## src/cpsrw_pkg.sv

```systemverilog
// cpsrw_pkg: shared types, constants and state codes for the sweep register word generator.
// No dependencies; used by every module under src but cpsrw_fifo and cpsrw_checker.
package cpsrw_pkg;

  // queue depths
  localparam int unsigned IN_DEPTH_DEF  = 2;
  localparam int unsigned OUT_DEPTH_DEF = 2;

  // arithmetic limits
  localparam logic [11:0] WORD12_MAX = 12'd4095;
  localparam logic [19:0] STEPS_MAX  = 20'd1048575;
  localparam logic [15:0] DEV_MAX    = 16'd65535;
  localparam logic [3:0]  OFFS_MAX   = 4'd15;

  // divider geometry
  localparam int unsigned DIV_NW = 41;
  localparam int unsigned DIV_DW = 40;
  localparam logic [5:0]  ITER_DWORD = 6'd21;
  localparam logic [5:0]  ITER_STEPS = 6'd22;
  localparam logic [5:0]  ITER_DEV   = 6'd41;

  // fixed bits of the register words
  localparam logic [31:0] R7_FIXED = 32'h0007_8007;
  localparam logic [31:0] R6_FIXED = 32'h0000_0006;
  localparam logic [31:0] R5_FIXED = 32'h0000_0005;
  localparam logic [31:0] R4_WORD  = 32'h0078_0084;
  localparam logic [31:0] R3_FIXED = 32'h0000_0043;
  localparam logic [31:0] R2_FIXED = 32'h1E41_0002;
  localparam logic [31:0] R1_WORD  = 32'h0000_0001;
  localparam logic [31:0] R0_FIXED = 32'hF800_0000;

  // word index in emit order
  localparam logic [2:0] IDX_R7 = 3'd0;
  localparam logic [2:0] IDX_R6 = 3'd1;
  localparam logic [2:0] IDX_R5 = 3'd2;
  localparam logic [2:0] IDX_R4 = 3'd3;
  localparam logic [2:0] IDX_R3 = 3'd4;
  localparam logic [2:0] IDX_R2 = 3'd5;
  localparam logic [2:0] IDX_R1 = 3'd6;
  localparam logic [2:0] IDX_R0 = 3'd7;

  // classified request from the front part
  typedef struct packed {
    logic [20:0] count;     // max(1, 20*delay)
    logic [8:0]  clk1;      // ceil(count/4095)
    logic [21:0] rt40;      // 40*ramp time
    logic [15:0] bw;
    logic [11:0] integ;
    logic        fmsb;
    logic        ramp_tri;
  } item_t;

  typedef struct packed {
    logic [31:0] word;
    logic        last;
  } oword_t;

  typedef struct packed {
    logic              start;
    logic [DIV_NW-1:0] num;  // left aligned
    logic [DIV_DW-1:0] den;
    logic [5:0]        iters;
  } div_req_t;

  typedef struct packed {
    logic              busy;
    logic              done;
    logic [DIV_NW-1:0] quot;
  } div_rsp_t;

  typedef enum logic [2:0] {
    BS_IDLE,
    BS_CLK1,
    BS_DWORD,
    BS_STEPS,
    BS_OFFS,
    BS_DEV,
    BS_EMIT
  } back_state_t;

endpackage

```

## src/cpsrw_fifo.sv

```systemverilog
// cpsrw_fifo: small register queue with push/full and pop/empty sides.
// Depends on nothing; used for the request queue and the word queue.
module cpsrw_fifo #(
  parameter int unsigned W     = 8,
  parameter int unsigned DEPTH = 2
) (
  input  logic         clk,
  input  logic         rst_n,
  input  logic         push,
  input  logic [W-1:0] wdata,
  output logic         full,
  input  logic         pop,
  output logic [W-1:0] rdata,
  output logic         empty
);
  localparam int unsigned AW = (DEPTH > 1) ? $clog2(DEPTH) : 1;
  localparam int unsigned CW = $clog2(DEPTH + 1);

  logic [W-1:0]  mem_r [DEPTH];
  logic [AW-1:0] wp_r, rp_r;
  logic [CW-1:0] cnt_r;
  logic          do_push, do_pop;

  assign full    = (cnt_r == CW'(DEPTH));
  assign empty   = (cnt_r == '0);
  assign do_push = push && !full;
  assign do_pop  = pop && !empty;
  assign rdata   = mem_r[rp_r];

  // storage
  always_ff @(posedge clk) begin
    if (do_push) begin
      mem_r[wp_r] <= wdata;
    end
  end

  // pointers and fill count
  always_ff @(posedge clk) begin
    if (!rst_n) begin
      wp_r  <= '0;
      rp_r  <= '0;
      cnt_r <= '0;
    end else begin
      if (do_push) begin
        wp_r <= (wp_r == AW'(DEPTH - 1)) ? '0 : wp_r + 1'b1;
      end
      if (do_pop) begin
        rp_r <= (rp_r == AW'(DEPTH - 1)) ? '0 : rp_r + 1'b1;
      end
      if (do_push && !do_pop) begin
        cnt_r <= cnt_r + 1'b1;
      end else if (do_pop && !do_push) begin
        cnt_r <= cnt_r - 1'b1;
      end
    end
  end
endmodule

```

## src/cpsrw_front.sv

```systemverilog
// cpsrw_front: takes sweep requests, derives the fixed-ratio terms and queues them.
// Depends on cpsrw_pkg and cpsrw_fifo.
module cpsrw_front #(
  parameter int unsigned DEPTH = cpsrw_pkg::IN_DEPTH_DEF
) (
  input  logic                clk,
  input  logic                rst_n,
  input  logic                push,
  output logic                full,
  input  logic [15:0]         ramp_time_us,
  input  logic [15:0]         ramp_delay_us,
  input  logic [15:0]         start_freq_10mhz,
  input  logic [15:0]         bandwidth_mhz,
  input  logic                triangular,
  output cpsrw_pkg::item_t    item,
  output logic                item_valid,
  input  logic                item_pop
);
  cpsrw_pkg::item_t cls;
  logic [20:0]      cnt20;
  logic [20:0]      clk1_num;
  logic [12:0]      c_sum;
  logic             q_empty;
  logic [$bits(cpsrw_pkg::item_t)-1:0] q_rdata;

  // classify: delay in PFD periods, ramp time scaled by 40, clock divider rounded up, frequency split
  always_comb begin
    cnt20        = 21'(ramp_delay_us) * 21'd20;
    cls.count    = (cnt20 == '0) ? 21'd1 : cnt20;
    clk1_num     = cls.count + 21'(cpsrw_pkg::WORD12_MAX) - 21'd1;
    // n/4095 with n = 4096*hi + lo = 4095*hi + (hi + lo), and hi + lo < 2*4095
    c_sum        = 13'(clk1_num[20:12]) + 13'(clk1_num[11:0]);
    cls.clk1     = clk1_num[20:12] + 9'(c_sum >= 13'(cpsrw_pkg::WORD12_MAX));
    cls.rt40     = 22'(ramp_time_us) * 22'd40;
    cls.bw       = bandwidth_mhz;
    cls.integ    = start_freq_10mhz[12:1];
    cls.fmsb     = start_freq_10mhz[0];
    cls.ramp_tri = triangular;
  end

  cpsrw_fifo #(.W($bits(cpsrw_pkg::item_t)), .DEPTH(DEPTH)) u_q (
    .clk   (clk),
    .rst_n (rst_n),
    .push  (push),
    .wdata (cls),
    .full  (full),
    .pop   (item_pop),
    .rdata (q_rdata),
    .empty (q_empty)
  );

  assign item       = cpsrw_pkg::item_t'(q_rdata);
  assign item_valid = !q_empty;
endmodule

```

## src/cpsrw_div.sv

```systemverilog
// cpsrw_div: restoring divider, one quotient bit a cycle, left-aligned numerator.
// Depends on cpsrw_pkg (request/response types).
module cpsrw_div (
  input  logic                  clk,
  input  logic                  rst_n,
  input  cpsrw_pkg::div_req_t   req,
  output cpsrw_pkg::div_rsp_t   rsp
);
  localparam int unsigned NW = cpsrw_pkg::DIV_NW;
  localparam int unsigned DW = cpsrw_pkg::DIV_DW;

  logic [NW-1:0] num_r, q_r;
  logic [DW-1:0] den_r, rem_r;
  logic [5:0]    cnt_r;
  logic          busy_r, done_r;
  logic [DW:0]   trial;
  logic          ge;

  // one trial subtraction
  assign trial = {rem_r, num_r[NW-1]};
  assign ge    = (trial >= {1'b0, den_r});

  // datapath
  always_ff @(posedge clk) begin
    if (req.start && !busy_r) begin
      num_r <= req.num;
      den_r <= req.den;
      rem_r <= '0;
      q_r   <= '0;
    end else if (busy_r) begin
      num_r <= {num_r[NW-2:0], 1'b0};
      rem_r <= ge ? DW'(trial - {1'b0, den_r}) : trial[DW-1:0];
      q_r   <= {q_r[NW-2:0], ge};
    end
  end

  // control
  always_ff @(posedge clk) begin
    if (!rst_n) begin
      busy_r <= 1'b0;
      done_r <= 1'b0;
      cnt_r  <= '0;
    end else begin
      done_r <= 1'b0;
      if (req.start && !busy_r) begin
        busy_r <= 1'b1;
        cnt_r  <= req.iters;
      end else if (busy_r) begin
        cnt_r <= cnt_r - 1'b1;
        if (cnt_r == 6'd1) begin
          busy_r <= 1'b0;
          done_r <= 1'b1;
        end
      end
    end
  end

  assign rsp.busy = busy_r;
  assign rsp.done = done_r;
  assign rsp.quot = q_r;
endmodule

```

## src/cpsrw_back.sv

```systemverilog
// cpsrw_back: sequencer that takes the clock divider, works out delay word, steps, offset
// and deviation, then emits the eight words. Depends on cpsrw_pkg; drives cpsrw_div.
module cpsrw_back (
  input  logic                 clk,
  input  logic                 rst_n,
  input  cpsrw_pkg::item_t     item,
  input  logic                 item_valid,
  output logic                 item_pop,
  output cpsrw_pkg::div_req_t  div_req,
  input  cpsrw_pkg::div_rsp_t  div_rsp,
  output logic                 ow_push,
  output cpsrw_pkg::oword_t    ow,
  input  logic                 ow_full
);
  cpsrw_pkg::back_state_t state_r, state_nxt;

  logic [8:0]  clk1_r;
  logic [11:0] dword_r;
  logic [19:0] steps_r;
  logic [3:0]  k_r;
  logic [37:0] den_r;
  logic [15:0] dev_r;
  logic [2:0]  idx_r;

  logic [19:0] steps_c;
  logic [15:0] dev_c;
  logic        k_adv;
  logic        emit_go;

  // clamps on the divider result
  always_comb begin
    if (div_rsp.quot == '0) begin
      steps_c = 20'd1;
    end else if (div_rsp.quot > 41'(cpsrw_pkg::STEPS_MAX)) begin
      steps_c = cpsrw_pkg::STEPS_MAX;
    end else begin
      steps_c = div_rsp.quot[19:0];
    end
    if (div_rsp.quot == '0) begin
      dev_c = 16'd1;
    end else if (div_rsp.quot > 41'(cpsrw_pkg::DEV_MAX)) begin
      dev_c = cpsrw_pkg::DEV_MAX;
    end else begin
      dev_c = div_rsp.quot[15:0];
    end
  end

  // offset search: grow k, up to 15, while bw*256 exceeds 5*steps*2^k
  assign k_adv   = (k_r != cpsrw_pkg::OFFS_MAX) && (38'({item.bw, 8'b0}) > den_r);
  assign emit_go = !ow_full;

  // next state
  always_comb begin
    state_nxt = state_r;
    case (state_r)
      cpsrw_pkg::BS_IDLE:  if (item_valid) state_nxt = cpsrw_pkg::BS_CLK1;
      cpsrw_pkg::BS_CLK1:  state_nxt = cpsrw_pkg::BS_DWORD;
      cpsrw_pkg::BS_DWORD: if (div_rsp.done) state_nxt = cpsrw_pkg::BS_STEPS;
      cpsrw_pkg::BS_STEPS: if (div_rsp.done) state_nxt = cpsrw_pkg::BS_OFFS;
      cpsrw_pkg::BS_OFFS:  if (!k_adv) state_nxt = cpsrw_pkg::BS_DEV;
      cpsrw_pkg::BS_DEV:   if (div_rsp.done) state_nxt = cpsrw_pkg::BS_EMIT;
      cpsrw_pkg::BS_EMIT: begin
        if (emit_go && idx_r == cpsrw_pkg::IDX_R0) state_nxt = cpsrw_pkg::BS_IDLE;
      end
      default: state_nxt = cpsrw_pkg::BS_IDLE;
    endcase
  end

  // outputs: divider requests, word pushes, request pop
  always_comb begin
    div_req.start = 1'b0;
    div_req.num   = '0;
    div_req.den   = '0;
    div_req.iters = '0;
    ow_push       = 1'b0;
    item_pop      = 1'b0;
    case (state_r)
      cpsrw_pkg::BS_DWORD: begin
        div_req.start = !div_rsp.busy && !div_rsp.done;
        div_req.num   = {item.count, 20'b0};
        div_req.den   = 40'(clk1_r);
        div_req.iters = cpsrw_pkg::ITER_DWORD;
      end
      cpsrw_pkg::BS_STEPS: begin
        div_req.start = !div_rsp.busy && !div_rsp.done;
        div_req.num   = {item.rt40 + 22'(clk1_r), 19'b0};
        div_req.den   = 40'({clk1_r, 1'b0});
        div_req.iters = cpsrw_pkg::ITER_STEPS;
      end
      cpsrw_pkg::BS_DEV: begin
        div_req.start = !div_rsp.busy && !div_rsp.done;
        div_req.num   = 41'({item.bw, 24'b0}) + 41'(den_r);
        div_req.den   = 40'({den_r, 1'b0});
        div_req.iters = cpsrw_pkg::ITER_DEV;
      end
      cpsrw_pkg::BS_EMIT: begin
        ow_push  = emit_go;
        item_pop = emit_go && (idx_r == cpsrw_pkg::IDX_R0);
      end
      default: ;
    endcase
  end

  // word assembly, R7 first
  always_comb begin
    ow.last = (idx_r == cpsrw_pkg::IDX_R0);
    case (idx_r)
      cpsrw_pkg::IDX_R7: ow.word = cpsrw_pkg::R7_FIXED | {17'b0, dword_r, 3'b0};
      cpsrw_pkg::IDX_R6: ow.word = cpsrw_pkg::R6_FIXED | {9'b0, steps_r, 3'b0};
      cpsrw_pkg::IDX_R5: ow.word = cpsrw_pkg::R5_FIXED | {9'b0, k_r, dev_r, 3'b0};
      cpsrw_pkg::IDX_R4: ow.word = cpsrw_pkg::R4_WORD;
      cpsrw_pkg::IDX_R3: ow.word = cpsrw_pkg::R3_FIXED | {21'b0, item.ramp_tri, 10'b0};
      cpsrw_pkg::IDX_R2: ow.word = cpsrw_pkg::R2_FIXED | {20'b0, clk1_r, 3'b0};
      cpsrw_pkg::IDX_R1: ow.word = cpsrw_pkg::R1_WORD;
      cpsrw_pkg::IDX_R0: begin
        ow.word = cpsrw_pkg::R0_FIXED | {5'b0, item.integ, item.fmsb, 14'b0};
      end
      default: ow.word = '0;
    endcase
  end

  // state register
  always_ff @(posedge clk) begin
    if (!rst_n) begin
      state_r <= cpsrw_pkg::BS_IDLE;
      idx_r   <= '0;
    end else begin
      state_r <= state_nxt;
      if (state_r == cpsrw_pkg::BS_EMIT && emit_go) begin
        idx_r <= idx_r + 1'b1;
      end
    end
  end

  // captured results
  always_ff @(posedge clk) begin
    case (state_r)
      cpsrw_pkg::BS_CLK1:  clk1_r <= item.clk1;
      cpsrw_pkg::BS_DWORD: if (div_rsp.done) dword_r <= div_rsp.quot[11:0];
      cpsrw_pkg::BS_STEPS: begin
        if (div_rsp.done) begin
          steps_r <= steps_c;
          den_r   <= 38'(23'(steps_c) * 23'd5);
          k_r     <= '0;
        end
      end
      cpsrw_pkg::BS_OFFS: begin
        if (k_adv) begin
          k_r   <= k_r + 1'b1;
          den_r <= {den_r[36:0], 1'b0};
        end
      end
      cpsrw_pkg::BS_DEV:   if (div_rsp.done) dev_r <= dev_c;
      default: ;
    endcase
  end
endmodule

```

## src/chirp_pll_sweep_register_words_core.sv

```systemverilog
// Channel   | Ports                                                   | Handshake
// request   | in_ramp_time_us, in_ramp_delay_us, in_start_freq_10mhz, | push / full
//           | in_bandwidth_mhz, in_triangular                         |
// word      | out_register_word, out_last_word                        | pop / empty
//
// One request gives eight words, R7 first, R0 flagged last. The sequencer works one request
// at a time: two bit-serial divisions (21 and 22 bits) in the shared divider, an offset
// search with k up to 15 and a third division (41 bits), then the words are emitted.
// Requests queue in front while a previous one is worked; words queue behind, and a full
// word queue stalls the sequencer.
// Reset (rst_n low, synchronous) empties both queues and returns the sequencer to idle.
// Depends on cpsrw_pkg, cpsrw_front, cpsrw_div, cpsrw_back, cpsrw_fifo.
module chirp_pll_sweep_register_words_core #(
  parameter int unsigned IN_DEPTH  = cpsrw_pkg::IN_DEPTH_DEF,
  parameter int unsigned OUT_DEPTH = cpsrw_pkg::OUT_DEPTH_DEF
) (
  input  logic        clk,
  input  logic        rst_n,
  input  logic        push,
  output logic        full,
  input  logic [15:0] in_ramp_time_us,
  input  logic [15:0] in_ramp_delay_us,
  input  logic [15:0] in_start_freq_10mhz,
  input  logic [15:0] in_bandwidth_mhz,
  input  logic        in_triangular,
  output logic        empty,
  input  logic        pop,
  output logic [31:0] out_register_word,
  output logic        out_last_word
);
  cpsrw_pkg::item_t    item;
  logic                item_valid, item_pop;
  cpsrw_pkg::div_req_t div_req;
  cpsrw_pkg::div_rsp_t div_rsp;
  cpsrw_pkg::oword_t   ow, ow_head;
  logic                ow_push, ow_full;
  logic [$bits(cpsrw_pkg::oword_t)-1:0] ow_rdata;

  cpsrw_front #(.DEPTH(IN_DEPTH)) u_front (
    .clk              (clk),
    .rst_n            (rst_n),
    .push             (push),
    .full             (full),
    .ramp_time_us     (in_ramp_time_us),
    .ramp_delay_us    (in_ramp_delay_us),
    .start_freq_10mhz (in_start_freq_10mhz),
    .bandwidth_mhz    (in_bandwidth_mhz),
    .triangular       (in_triangular),
    .item             (item),
    .item_valid       (item_valid),
    .item_pop         (item_pop)
  );

  cpsrw_div u_div (
    .clk   (clk),
    .rst_n (rst_n),
    .req   (div_req),
    .rsp   (div_rsp)
  );

  cpsrw_back u_back (
    .clk        (clk),
    .rst_n      (rst_n),
    .item       (item),
    .item_valid (item_valid),
    .item_pop   (item_pop),
    .div_req    (div_req),
    .div_rsp    (div_rsp),
    .ow_push    (ow_push),
    .ow         (ow),
    .ow_full    (ow_full)
  );

  // word queue towards the consumer
  cpsrw_fifo #(.W($bits(cpsrw_pkg::oword_t)), .DEPTH(OUT_DEPTH)) u_oq (
    .clk   (clk),
    .rst_n (rst_n),
    .push  (ow_push),
    .wdata (ow),
    .full  (ow_full),
    .pop   (pop),
    .rdata (ow_rdata),
    .empty (empty)
  );

  assign ow_head           = cpsrw_pkg::oword_t'(ow_rdata);
  assign out_register_word = ow_head.word;
  assign out_last_word     = ow_head.last;
endmodule

```

## config.mk

```make
export PLATFORM = sky130hd
export DESIGN_NAME = chirp_pll_sweep_register_words_core
export DESIGN_NICKNAME = d
export VERILOG_FILES = /design/src/cpsrw_pkg.sv /design/src/cpsrw_fifo.sv /design/src/cpsrw_front.sv /design/src/cpsrw_div.sv /design/src/cpsrw_back.sv /design/src/chirp_pll_sweep_register_words_core.sv
export SDC_FILE = /design/constraint.sdc
export NUM_CORES = 1
export LEC_CHECK = 0
export ABC_AREA = 1
export BUFFER_PORTS_ARGS = -buffer_cell sky130_fd_sc_hd__buf_2
export CAP_MARGIN = 10
export CORE_ASPECT_RATIO = 0.75
export CORE_MARGIN = 4
export CORE_UTILIZATION = 60
export CTS_BUF_LIST = sky130_fd_sc_hd__clkbuf_2 sky130_fd_sc_hd__clkbuf_4 sky130_fd_sc_hd__clkbuf_8
export DETAILED_ROUTE_END_ITERATION = 10
export PLACE_DENSITY = 0.75
export SLEW_MARGIN = 40
export SYNTH_ARGS = -nofsm -noshare
export SYNTH_HDL_FRONTEND = slang
export SYNTH_SLANG_ARGS = --single-unit
```

## constraint.sdc

```tcl
create_clock -name clk -period 7.3 [get_ports clk]
set_input_delay 0 -clock clk [delete_from_list [all_inputs] [get_ports clk]]
set_output_delay 0 -clock clk [all_outputs]
set_load 0.01 [all_outputs]
```

==> impl_results.md <==
* Gr usage total at 27.39%
* Total Wirelength at 67.21 mm
* I/O pin count at 104
* Die area at around 0.049 mm^2
* Vias post-DR at 21442
* Clock transition at path regs at around 0.06 ns
* Slew @ Worst Pin at between 0.8 and 0.9 ns
* Vias/cell at 5.735
* CP max FO at 20
* Leak Pwr at 13.26 nW
* Largest net degree at the start of global routing at 80
* Syn Inst Count at 2929
* Synth warnings at 0
* Buf+Inv Stages, Crit Path at 2
* PD cells at between 300 and 400 mW/mm^2
* Num rows at 67
* Worst clock skew at 0.03208 ns
* First-pass GRT wire length at between 100 and 150 mm
* Initial DRC count at ~2400
* Placed Area at roughly 0.028 mm^2
* Crit path max-delay family: simple AND/OR/NAND/NOR gates
* FMAX at between 150 and 200 MHz
* Post-synth EDFFs at ~400
* CTS tree: yes
* Layout cells sized above 1 at between 10% and 20%
* Synthesized area at about 0.027 mm^2
* Setup repair bufs after CTS at 0
* P&R area growth vs syn at 12.02%
* Status: finished clean
* Min cycle time layout at ~5.5 ns
* Final Cycle Share at 74.73%
* Max-Cap Viols at 0
* CTS buffer count at 77
* Routed WL per cell at roughly 18 um
* #FFs+latches synth at 500
* Total Power at between 10 and 15 mW
* Top_reg_cell synth: edfxtp_1
* VDD IR max at 0.2431 mV
* Post-synthesis net count at between 3000 and 4000
* Final setup vio count at 0
* Count of input and output buffers at 100
* CP Launch Type: flip-flop
* DR pass1 iterations at 5
* Worst Min Path Start: in_ramp_time_us[7]
* Endpoints failing hold at 0
* Critical path type: reg2reg
* Hold Path Class: in2reg
* Antenna Cells at 0
* GP Congestion at between 0.9 and 1
* Post-DP HPWL at roughly 48 mm
* Root Buffer: clkbuf_8
* CP Data Required Time at between 7 and 8 ns
* Cells after DPL at 3547
* Largest stage delay, worst path at ~0.57 ns
* Most frequent cells in the layout: 650 x nand2_1, 395 x edfxtp_1, 337 x inv_1
* Die W at between 200 and 300 um
* Arr. time, crit path at approximately 5.9 ns
* Critical path endpoint category: flip-flop
* Setup TNS at 0 ns
* Fin nets at ~3400
* Fin area at around 0.030 mm^2
* Sequential share of the synthesized area at 51.32%
* Finished Layout Cells at roughly 3700
* Final ANT Viol Nets at 0
* Slowest CP cell: inv_1
* Fill cells at between 3000 and 4000
* Normalized max-slew margin at a little over two fifths
* RSZ-0062 raised after global routing: no
* Initial Utilization at between 60% and 70%
* CP startpoint: u_div.q_r[25]$_SDFFE_PP0P_
* Sink Count at 500
* RR Startpoint: u_div.q_r[25]$_SDFFE_PP0P_
* Syn avg cell area at a little over 9 um^2
* Worst-Skew Late Latency at roughly 0.68 ns
* Vias in the first global route at between 20000 and 25000
* Fin. max-slew vios at 0
* Distinct cell type count after synthesis at 61
* DRC viols at 0
* Longest Clk Path Bufs at 3
* Die H at 192.4 um
* Most common cell after layout, fill and taps aside: nand2_1
* Async SR Flop Fraction at 0%
* Initial antenna violation count at 0
* Gr ovfl total at 0
* Core Box Area at roughly 0.045 mm^2
* Final core utilization at around two thirds
* H-tree levels at 3
## area by class of cell
| type | instances | area [um^2] | area share, % |
|---|---|---|---|
| sequential | 500 | 13960 | 45.82 |
| inverter | 347 | 1305 | 4.282 |
| multi-input combinational | 1992 | 11630 | 38.17 |
| tap | 586 | 733.2 | 2.406 |
| clock buffer | 105 | 1308 | 4.290 |
| timing repair buffer | 174 | 1201 | 3.941 |
| clock inverter | 35 | 332.8 | 1.092 |
## cells in the mapped netlist, drive strengths merged (8+ instances only)
cell     count  area, um^2
inv        344        1291
o211ai      12       90.09
a21oi      181       913.4
o22ai       46       287.8
nor2       262        1023
clkbuf      71       266.5
o31ai       10       75.07
dfxtp      105        2102
xnor2       28       245.2
nor4        12       81.33
mux2i       11       110.1
a31oi       12       75.07
or2         16       100.1
buf         19       96.34
o21ai      196       980.9
mux2        30       337.8
nand3      113       618.1
o2111ai      8       70.07
nand4       27       175.2
a21o        11       82.58
o221ai      13       113.9
edfxtp     395       11860
ha         190        2377
nor3        22       121.4
o21bai      14       105.1
nand2      668        2562
xor2        60       559.3
a221oi      12       105.1
## worst reg2reg max path, stage by stage, from the launching register on
cell and delay (ns):
dfxtp_1 0.31, nor4_1 0.33, nand3_1 0.11, nor4_1 0.23, nand4_1 0.31, inv_1 0.57, nand2_1 0.27, nor4_2 0.19
buf_4 0.30, nand3_1 0.19, nand3_1 0.14, ha_1 0.17, ha_1 0.18, nand3_1 0.08, nand2_1 0.09, nand2_1 0.07
nand2_1 0.08, a21oi_1 0.09, o21ai_0 0.28, a21boi_1 0.19, o21bai_1 0.35, a21boi_1 0.16, o21ai_0 0.22, nand2_1 0.10
nand3_1 0.09, o21ai_0 0.08
## repair_timing
| item | in CTS | in global routing |
|---|---|---|
| gates resized for setup | 0 | 0 |
| hold buffers | 52 | 0 |
| hold endpoints to repair | 129 | 0 |
## where the power goes
part           internal (mW)  switching, mW  leakage (nW)
clock                   1.38           1.13         0.858
sequential              3.75          0.179          4.54
combinational           1.26           2.64          7.86
total                   6.39           3.95          13.3
## path summary, 6_finish.rpt
path         cells past startpoint  slack [ns]                                  to
max                             25        1.85          u_back.den_r[20]$_DFFE_PP_
min                              4        0.06  u_front.u_q.mem_r[0][39]$_DFFE_PP_
max reg2reg                     25        1.85          u_back.den_r[20]$_DFFE_PP_
min reg2reg                      0        0.43        u_back.dword_r[11]$_DFFE_PP_
## through the flow
step           hold slack (ns)  setup WS (ns)
3_5_place_dp            0.1907          1.953
5_1_grt                0.03875          1.296
4_1_cts             0.00004979          1.898
2_1_floorplan          0.09887          2.367
6_report               0.05842          1.845
3_3_place_gp            0.1888          2.048
## kinds of logic (layout without fill, tap and decap cells)
group / Yosys count / in the layout / synth area share (%)
multiplexers: 41 / 41 / 1.646
flip-flops: 500 / 500 / 51.32
buffers and inverters: 437 / 661 / 6.120
AO/OA/AOI/OAI: 538 / 538 / 11.33
adder cells (fa/ha/maj): 196 / 196 / 9.178
AND/OR/NAND/NOR: 1129 / 1129 / 17.45
XOR/XNOR: 88 / 88 / 2.957
## state kept, by name (all words and copies together), names as in the netlist, 6 cells and up, named ones only
register / cells
u_back.clk1_r: 9
u_div.den_r: 39
u_oq.mem_r: 60
u_back.den_r: 38
u_front.u_q.mem_r: 156
u_div.cnt_r: 6
u_back.dword_r: 12
u_div.q_r: 41
u_back.steps_r: 20
u_div.num_r: 41
u_back.dev_r: 16
u_div.rem_r: 40
## routing by layer
metal  wire length, um  track usage [%]
met1             30460            40.54
met2             29500            41.53
met3              5793            5.376
met4              1449            7.676
met5                 0                0
Note: power is estimated with default switching activity, not from simulation.
